File: src/bpia_pkg.sv
// bpia_pkg: shared types, constants and the arctangent table of the
// bus power injection accumulator; no dependencies
package bpia_pkg;

  localparam int CORDIC_STAGES  = 16;
  localparam int ROW_INDEX_BITS = 10;
  localparam int ATAN_ENTRIES   = 24;
  localparam int STAGE_BITS     = $clog2(ATAN_ENTRIES);
  // cordic datapath width, headroom over the q1.30 values
  localparam int CW             = 34;

  localparam logic signed [CW-1:0] GAIN_Q30 = CW'(32'sh26DD3B6A);

  localparam logic [31:0] ATAN_TAB [ATAN_ENTRIES] = '{
    32'h20000000, 32'h12E4051E, 32'h09FB385B, 32'h051111D4, 32'h028B0D43,
    32'h0145D7E1, 32'h00A2F61E, 32'h00517C55, 32'h0028BE53, 32'h00145F2F,
    32'h000A2F98, 32'h000517CC, 32'h00028BE6, 32'h000145F3, 32'h0000A2FA,
    32'h0000517D, 32'h000028BE, 32'h0000145F, 32'h00000A30, 32'h00000518,
    32'h0000028C, 32'h00000146, 32'h000000A3, 32'h00000051
  };

  typedef struct packed {
    logic [ROW_INDEX_BITS-1:0] row_index;
    logic [15:0]               own_magnitude;
    logic [15:0]               own_angle;
    logic [15:0]               neighbour_magnitude;
    logic [15:0]               neighbour_angle;
    logic signed [31:0]        conductance;
    logic signed [31:0]        susceptance;
    logic                      last_term;
  } in_item_t;

  typedef struct packed {
    logic [ROW_INDEX_BITS-1:0] row_index_out;
    logic signed [39:0]        real_power;
    logic signed [39:0]        reactive_power;
    logic                      overflow;
  } out_item_t;

  // data handed from cell to cell
  typedef struct packed {
    logic                      valid;
    logic                      flip;
    logic signed [CW-1:0]      x;
    logic signed [CW-1:0]      y;
    logic signed [CW-1:0]      z;
    logic [15:0]               vi;
    logic [15:0]               vj;
    logic signed [31:0]        g;
    logic signed [31:0]        b;
    logic                      last;
    logic [ROW_INDEX_BITS-1:0] row;
  } cell_t;

endpackage

File: src/bpia_cordic_cell.sv
// bpia_cordic_cell: one rotation-mode cordic iteration, registered
// depends on bpia_pkg
module bpia_cordic_cell (
  input  logic                              clk_i,
  input  logic                              rst_ni,
  input  logic                              en_i,
  input  logic [bpia_pkg::STAGE_BITS-1:0]   stage_i,
  input  bpia_pkg::cell_t                   cell_i,
  output bpia_pkg::cell_t                   cell_o
);
  import bpia_pkg::*;

  cell_t                cell_d, cell_q;
  logic signed [CW-1:0] xs, ys, at;

  // shift-add micro rotation
  always_comb begin
    xs     = cell_i.x >>> stage_i;
    ys     = cell_i.y >>> stage_i;
    at     = signed'(CW'(ATAN_TAB[stage_i]));
    cell_d = cell_i;
    if (!cell_i.z[CW-1]) begin
      cell_d.x = cell_i.x - ys;
      cell_d.y = cell_i.y + xs;
      cell_d.z = cell_i.z - at;
    end else begin
      cell_d.x = cell_i.x + ys;
      cell_d.y = cell_i.y - xs;
      cell_d.z = cell_i.z + at;
    end
  end

  always_ff @(posedge clk_i or negedge rst_ni) begin
    if (!rst_ni) begin
      cell_q.valid <= 1'b0;
    end else if (en_i) begin
      cell_q <= cell_d;
    end
  end

  assign cell_o = cell_q;
endmodule

File: config.mk
export PLATFORM = sky130hd
export DESIGN_NAME = bpia_cordic_cell
export DESIGN_NICKNAME = d
export VERILOG_FILES = /design/src/bpia_pkg.sv /design/src/bpia_cordic_cell.sv
export SDC_FILE = /design/constraint.sdc
export NUM_CORES = 1
export LEC_CHECK = 0
export ABC_AREA = 1
export BUFFER_PORTS_ARGS = -buffer_cell sky130_fd_sc_hd__buf_2
export CAP_MARGIN = 20
export CELL_PAD_IN_SITES_DETAIL_PLACEMENT = 1
export CELL_PAD_IN_SITES_GLOBAL_PLACEMENT = 1
export CORE_MARGIN = 1
export CORE_UTILIZATION = 36
export CTS_BUF_LIST = sky130_fd_sc_hd__clkbuf_16
export DETAILED_ROUTE_END_ITERATION = 16
export PLACE_DENSITY_LB_ADDON = 0.1
export SYNTH_ARGS = -nofsm -noshare
export SYNTH_HDL_FRONTEND = slang
export SYNTH_SLANG_ARGS = --single-unit
File: constraint.sdc
create_clock -name clk_i -period 0.8 [get_ports clk_i]
set_input_delay 0.08 -clock clk_i [delete_from_list [all_inputs] [get_ports clk_i]]
set_output_delay 0.08 -clock clk_i [all_outputs]
set_load 0.05 [all_outputs]
==> run metrics, run 1 <==
first error in the log [ERROR GRT-0232] Routing congestion too high. Check the congestion heatmap in the GUI.; part of the Yosys area used for sequential elements 33.74%; maximum root-to-sink buffer count 3; vertical die dimension ~230 um; Seq cells post-synth 211; Placer Congestion 0.9652; number of sinks handled by clock tree synthesis 211; ports placed on the boundary between 400 and 500; overall track demand over capacity in global routing ~75%; HPWL after detailed placement 75700 um; Site Rows 83; summed instance area of the synthesized netlist 18760 um^2; kind of endpoint with the least setup slack register input; Post-Synthesis Cells between 2000 and 3000; maximum number of pins on one net before global-route repair 36; number of synthesized flops with an enable pin 210; status did not finish; clock tree root driver cell sky130_fd_sc_hd__clkbuf_16; count of cell types in the netlist 56; antenna violations before repair 25; effective utilization at floorplan approximately 36%; # port buffers between 400 and 500; terminating stage of the flow global routing; Die X between 200 and 250 um; syn nets a little under 3000; Ys Warns 0; CTS H-tree lvls 1; average instance area after synthesis roughly 7.2 um^2; Worst EP post-GRT repair cell_o[202]$_DFFE_PP_/D; number of buffers created by CTS 25; primary flip-flop cell chosen by synthesis mapping sky130_fd_sc_hd__edfxtp_1; remaining global-route overflow roughly 80; async set-or-reset flop fraction in the synthesized netlist 0.4739%
[per-layer routing]
| layer | global-route usage, % | GRT overflow |
|---|---|---|
| met5 | 32.54 | 0 |
| met4 | 78.83 | 45 |
| met3 | 56.87 | 9 |
| met2 | 94.72 | 25 |
| met1 | 72.21 | 0 |
[repair_timing]
item                       in CTS
hold endpoints to repair      113
setup buffers                  69
hold buffers                  112
cloned                          3
gates resized for setup       418
pin swaps                     211
setup endpoints to repair     313
[synth_stat cells, types with 18 or more instances]
library cell / count / share of area (%)
sky130_fd_sc_hd__nand2_1: 822 / 16
sky130_fd_sc_hd__nand3_1: 398 / 11
sky130_fd_sc_hd__edfxtp_1: 210 / 34
sky130_fd_sc_hd__inv_1: 210 / 4.2
sky130_fd_sc_hd__nor2_1: 195 / 3.9
sky130_fd_sc_hd__a21oi_1: 128 / 3.4
sky130_fd_sc_hd__xor2_1: 126 / 5.9
sky130_fd_sc_hd__ha_1: 110 / 7.3
sky130_fd_sc_hd__o21ai_0: 83 / 2.2
sky130_fd_sc_hd__xnor2_1: 35 / 1.6
sky130_fd_sc_hd__buf_2: 30 / 0.80
sky130_fd_sc_hd__nand4_1: 27 / 0.90
sky130_fd_sc_hd__a31oi_1: 19 / 0.63
sky130_fd_sc_hd__buf_6: 19 / 1.1
sky130_fd_sc_hd__clkbuf_1: 18 / 0.36
[logic make-up after synthesis]
kind of cell / synth area share (%)
AND/OR/NAND/NOR: 34.58
adder cells (fa/ha/maj): 7.656
XOR/XNOR: 7.516
buffers and inverters: 7.282
flip-flops: 33.74
multiplexers: 0.1134
AO/OA/AOI/OAI: 9.110
[through the flow]
step,instances,util (%),worst slack (ns),area [um^2]
after global placement,4414,55.94,-3.542,28760
after CTS,4644,64.26,-2.661,33030
after detailed placement,4414,55.94,-3.679,28760
after floorplan,2605,-,-2.835,20130
==> run 2: changes to the inputs <==
CELL_PAD_IN_SITES_DETAIL_PLACEMENT = unset   (was 1)
CELL_PAD_IN_SITES_GLOBAL_PLACEMENT = unset   (was 1)
CTS_BUF_LIST = unset   (was sky130_fd_sc_hd__clkbuf_16)
PLACE_DENSITY_LB_ADDON = 0.15   (was 0.1)
clock period = 1 ns   (was 0.8 ns; I/O delays follow)
==> run 2 against run 1 <==
The flow now finishes, with violations (hold timing, setup timing). Synthesized cell count stayed put. Area after synthesis unchanged.
==> run metrics, run 2 <==
status finished, violations left (was did not finish); failing checks hold timing, setup timing; fraction of the mapped netlist area in adder cells 7.656% (unchanged); RSZ-0062 raised after global routing yes; Seq cells post-synth 211 (unchanged); area fraction of the dominant cell type after synthesis 33.61% (unchanged); worst hold start cell_i[107]; final cell area excluding filler cells between 30000 and 40000 um^2; worst hold slack -0.1564 ns; part of the Yosys area used for sequential elements 33.74% (unchanged); number of sinks handled by clock tree synthesis 211 (unchanged); Setup crit end kind register; wire length of the first global-routing pass 125200 um; antenna violations before repair 1; maximum capacitance violations 0; iteration-0 DRC count of the detailed router about 1300; overall track demand over capacity in global routing between 20% and 30%; number of remaining DRC errors 0; Ys Warns 0 (unchanged); ports placed on the boundary 430 (unchanged); Post-CTS Hold Buffers 112 (unchanged); count of cell types in the netlist 56 (unchanged); peak supply drop around 0.0013 V; DRT antenna net count 0; most used cells in the layout excluding fill and tap cells 772 x sky130_fd_sc_hd__buf_4, 626 x sky130_fd_sc_hd__nand2_1, 399 x sky130_fd_sc_hd__buf_2; setup clock skew after layout 0 ns; classification of the worst-slack hold path in2reg; net count reported at finish 4278; # setup viols final 313; Post-Synthesis Cells 2605 (unchanged); FF+latch area ~6300 um^2; compound-gate portion of the synthesized area 9.110% (unchanged); FMAX slightly below 300 MHz; relative slew slack between 60% and 70%; number of hold violations in the final report 3; Site Rows 83 (unchanged); final count of pins violating max slew 0; Clock transition at path regs approximately 0.070 ns; wire length per cell roughly 18 um; fraction of final layout cells with drive strength greater than 1 about 53%; post-synthesis share of cell area spent on and, or, nand and nor gates 34.58% (unchanged); cell depth of the worst min-delay path 2; kind of start point of the critical path input port; PwrDens roughly 1400 nW/um^2; slack of the critical path -2.443 ns; number of fill cells around 4200; Ant. Diodes 0; number of global-route vias before repair about 23000; syn nets 2937 (unchanged); maximum root-to-sink buffer count 3 (unchanged); # port buffers 429 (unchanged); average instance area after synthesis 7.202 um^2 (unchanged); startpoint of the lowest-slack register-to-register path cell_o[210]$_DFFE_PN0P_; CTS tree built; placed standard-cell area 28570 um^2 (was 28760 um^2); clock tree root driver cell sky130_fd_sc_hd__clkbuf_16 (unchanged); commonest cells in the synthesized netlist 822 x sky130_fd_sc_hd__nand2_1, 398 x sky130_fd_sc_hd__nand3_1, 210 x sky130_fd_sc_hd__edfxtp_1, 210 x sky130_fd_sc_hd__inv_1, 195 x sky130_fd_sc_hd__nor2_1 (unchanged); wirelength, routed approximately 85000 um; die area ~53000 um^2; multi-input logic area around 15000 um^2; Final Cycle Share 344.3%; most numerous cell in the Yosys netlist sky130_fd_sc_hd__nand2_1 (unchanged); number of vias per cell after detailed routing 5.061; worst slew pin tran between 0.4 and 0.5 ns; Initial DRT Pass Iterations 5; worst path arrival time roughly 3.8 ns; library cell occupying the most area in the post-synthesis netlist sky130_fd_sc_hd__edfxtp_1 (unchanged); async set-or-reset flop fraction in the synthesized netlist 0.4739% (unchanged); Die X 230.3 um (unchanged); effective utilization at floorplan 36.50% (unchanged); multiplexer share of the synthesized area 0.1134% (unchanged); CTS H-tree lvls 1 (unchanged); Worst Reg2Reg Path Length in Cells 1; total vias in the final route 23493; main area contributors after synthesis sky130_fd_sc_hd__edfxtp_1 34%, sky130_fd_sc_hd__nand2_1 16%, sky130_fd_sc_hd__nand3_1 11% (unchanged); primary flip-flop cell chosen by synthesis mapping sky130_fd_sc_hd__edfxtp_1 (unchanged); number of synthesized flops with an enable pin 210 (unchanged); xor and xnor fraction of the mapped netlist area 7.516% (unchanged); peak fanout along the critical path 6; Placer Congestion 0.9383 (was 0.9652); HPWL after detailed placement 64250 um (was 75700 um); post-route minimum period 3.443 ns; remaining global-route overflow 0; origin of the worst setup path stage_i[1]; flip-flop count of the largest register, all copies and words added between 200 and 250; maximum number of pins on one net before global-route repair 60; Core Region between 50000 and 60000 um^2; growth of design area from synthesis to finish 83.67%; summed instance area of the synthesized netlist 18760 um^2 (unchanged); vertical die dimension 230.3 um (unchanged); clk_lat worst skew 0.55 ns; required arrival time at the worst endpoint around 1.3 ns; most common cell after layout, fill and taps aside sky130_fd_sc_hd__buf_4; number of buffers created by CTS 24 (was 25); Worst Path Class, Setup in2reg; main combinational cell family by area after synthesis simple AND/OR/NAND/NOR gates (unchanged); static leakage approximately 0.016 uW
-- run 2: cell counts after synthesis --
No cell type changed its count.
-- run 2: final cells by class --
class                   instances  area share [%]
clock buffers                  28           1.786
clock inverters                14          0.6354
inverters                     221           2.585
multi-input cells            2087           43.09
flip-flops and latches        211           18.37
well taps                     680           2.469
repair buffers               1396           30.88
repair inverters                5          0.1779
-- run 2: path summary, 6_finish.rpt --
check,endpoint,slack (ns)
hold / removal,cell_o[107]$_DFFE_PP_,-0.16
setup / recovery,cell_o[140]$_DFFE_PP_,-2.44
hold reg to reg,cell_o[210]$_DFFE_PN0P_,0.52
min in group asynchronous,cell_o[210]$_DFFE_PN0P_,0.56
setup reg to reg,cell_o[210]$_DFFE_PN0P_,0.25
max in group asynchronous,cell_o[210]$_DFFE_PN0P_,0.34
-- run 2: through the flow --
step / util, % / setup WS, ns / total power (uW) / cells / setup TNS (ns)
floorplan: - / -2.655 / 25220 / 2605 / -749.39
finish: 67.03 / -2.443 / 49130 / 4642 / -250.07
global placement: 55.58 / -3.389 / 34620 / 4399 / -288.69
global route: 67.03 / -2.662 / 51570 / 4642 / -272.12
CTS: 62.03 / -2.449 / 46050 / 4583 / -250.61
detailed placement: 55.58 / -3.413 / 34840 / 4399 / -293.61
-- run 2: what timing repair did --
action                                 CTS  global route
gates cloned                             8             7
pin swaps                               61           190
setup endpoints to repair              313           313
endpoints found under the hold margin  113             3
gates resized for setup                251           503
setup buffers                           22            60
-- run 2: critical path, stage by stage --
cell	delay, ns
sky130_fd_sc_hd__buf_12	0.09
sky130_fd_sc_hd__buf_16	0.17
sky130_fd_sc_hd__inv_16	0.06
sky130_fd_sc_hd__buf_8	0.14
sky130_fd_sc_hd__ha_4	0.26
sky130_fd_sc_hd__inv_4	0.07
sky130_fd_sc_hd__nand2_4	0.06
sky130_fd_sc_hd__nand3_2	0.08
sky130_fd_sc_hd__nand3_2	0.08
sky130_fd_sc_hd__o31ai_4	0.09
sky130_fd_sc_hd__nand3_2	0.16
sky130_fd_sc_hd__nor2_4	0.17
sky130_fd_sc_hd__nand2_2	0.10
sky130_fd_sc_hd__nor2_4	0.14
sky130_fd_sc_hd__nand4_1	0.15
sky130_fd_sc_hd__nand2_2	0.17
sky130_fd_sc_hd__xnor2_1	0.09
sky130_fd_sc_hd__ha_1	0.35
sky130_fd_sc_hd__nand2_2	0.11
sky130_fd_sc_hd__nor2_2	0.12
sky130_fd_sc_hd__nand2_2	0.08
sky130_fd_sc_hd__o211ai_1	0.32
sky130_fd_sc_hd__nand2_1	0.09
sky130_fd_sc_hd__o211ai_1	0.17
sky130_fd_sc_hd__a21oi_2	0.12
sky130_fd_sc_hd__o21a_1	0.20
-- run 2: cell families after synthesis --
| logic type | count (synthesis) |
|---|---|
| flops | 211 |
| mux | 2 |
| xor+xnor | 161 |
| compound gates | 297 |
| fa+ha+maj | 113 |
| buf+inv | 307 |
| simple gates | 1514 |
-- run 2: where the power goes --
group | internal (uW) | switching [uW]
combinational | 12100 | 15800
sequential | 11300 | 290
clock | 5720 | 3860
-- run 2: layer usage --
metal | vias to the layer above | share of wire, % | routed length, um | GRT usage [%]
met5 | - | 0.0094 | 8 | 0
met4 | 2 | 2.3 | 1991 | 6.788
met3 | 114 | 4.5 | 3866 | 2.691
met2 | 705 | 50 | 42400 | 52.70
met1 | 11214 | 43 | 36780 | 39.35
li1 | 11458 | - | - | -
Power figures use the tool's default switching activity.
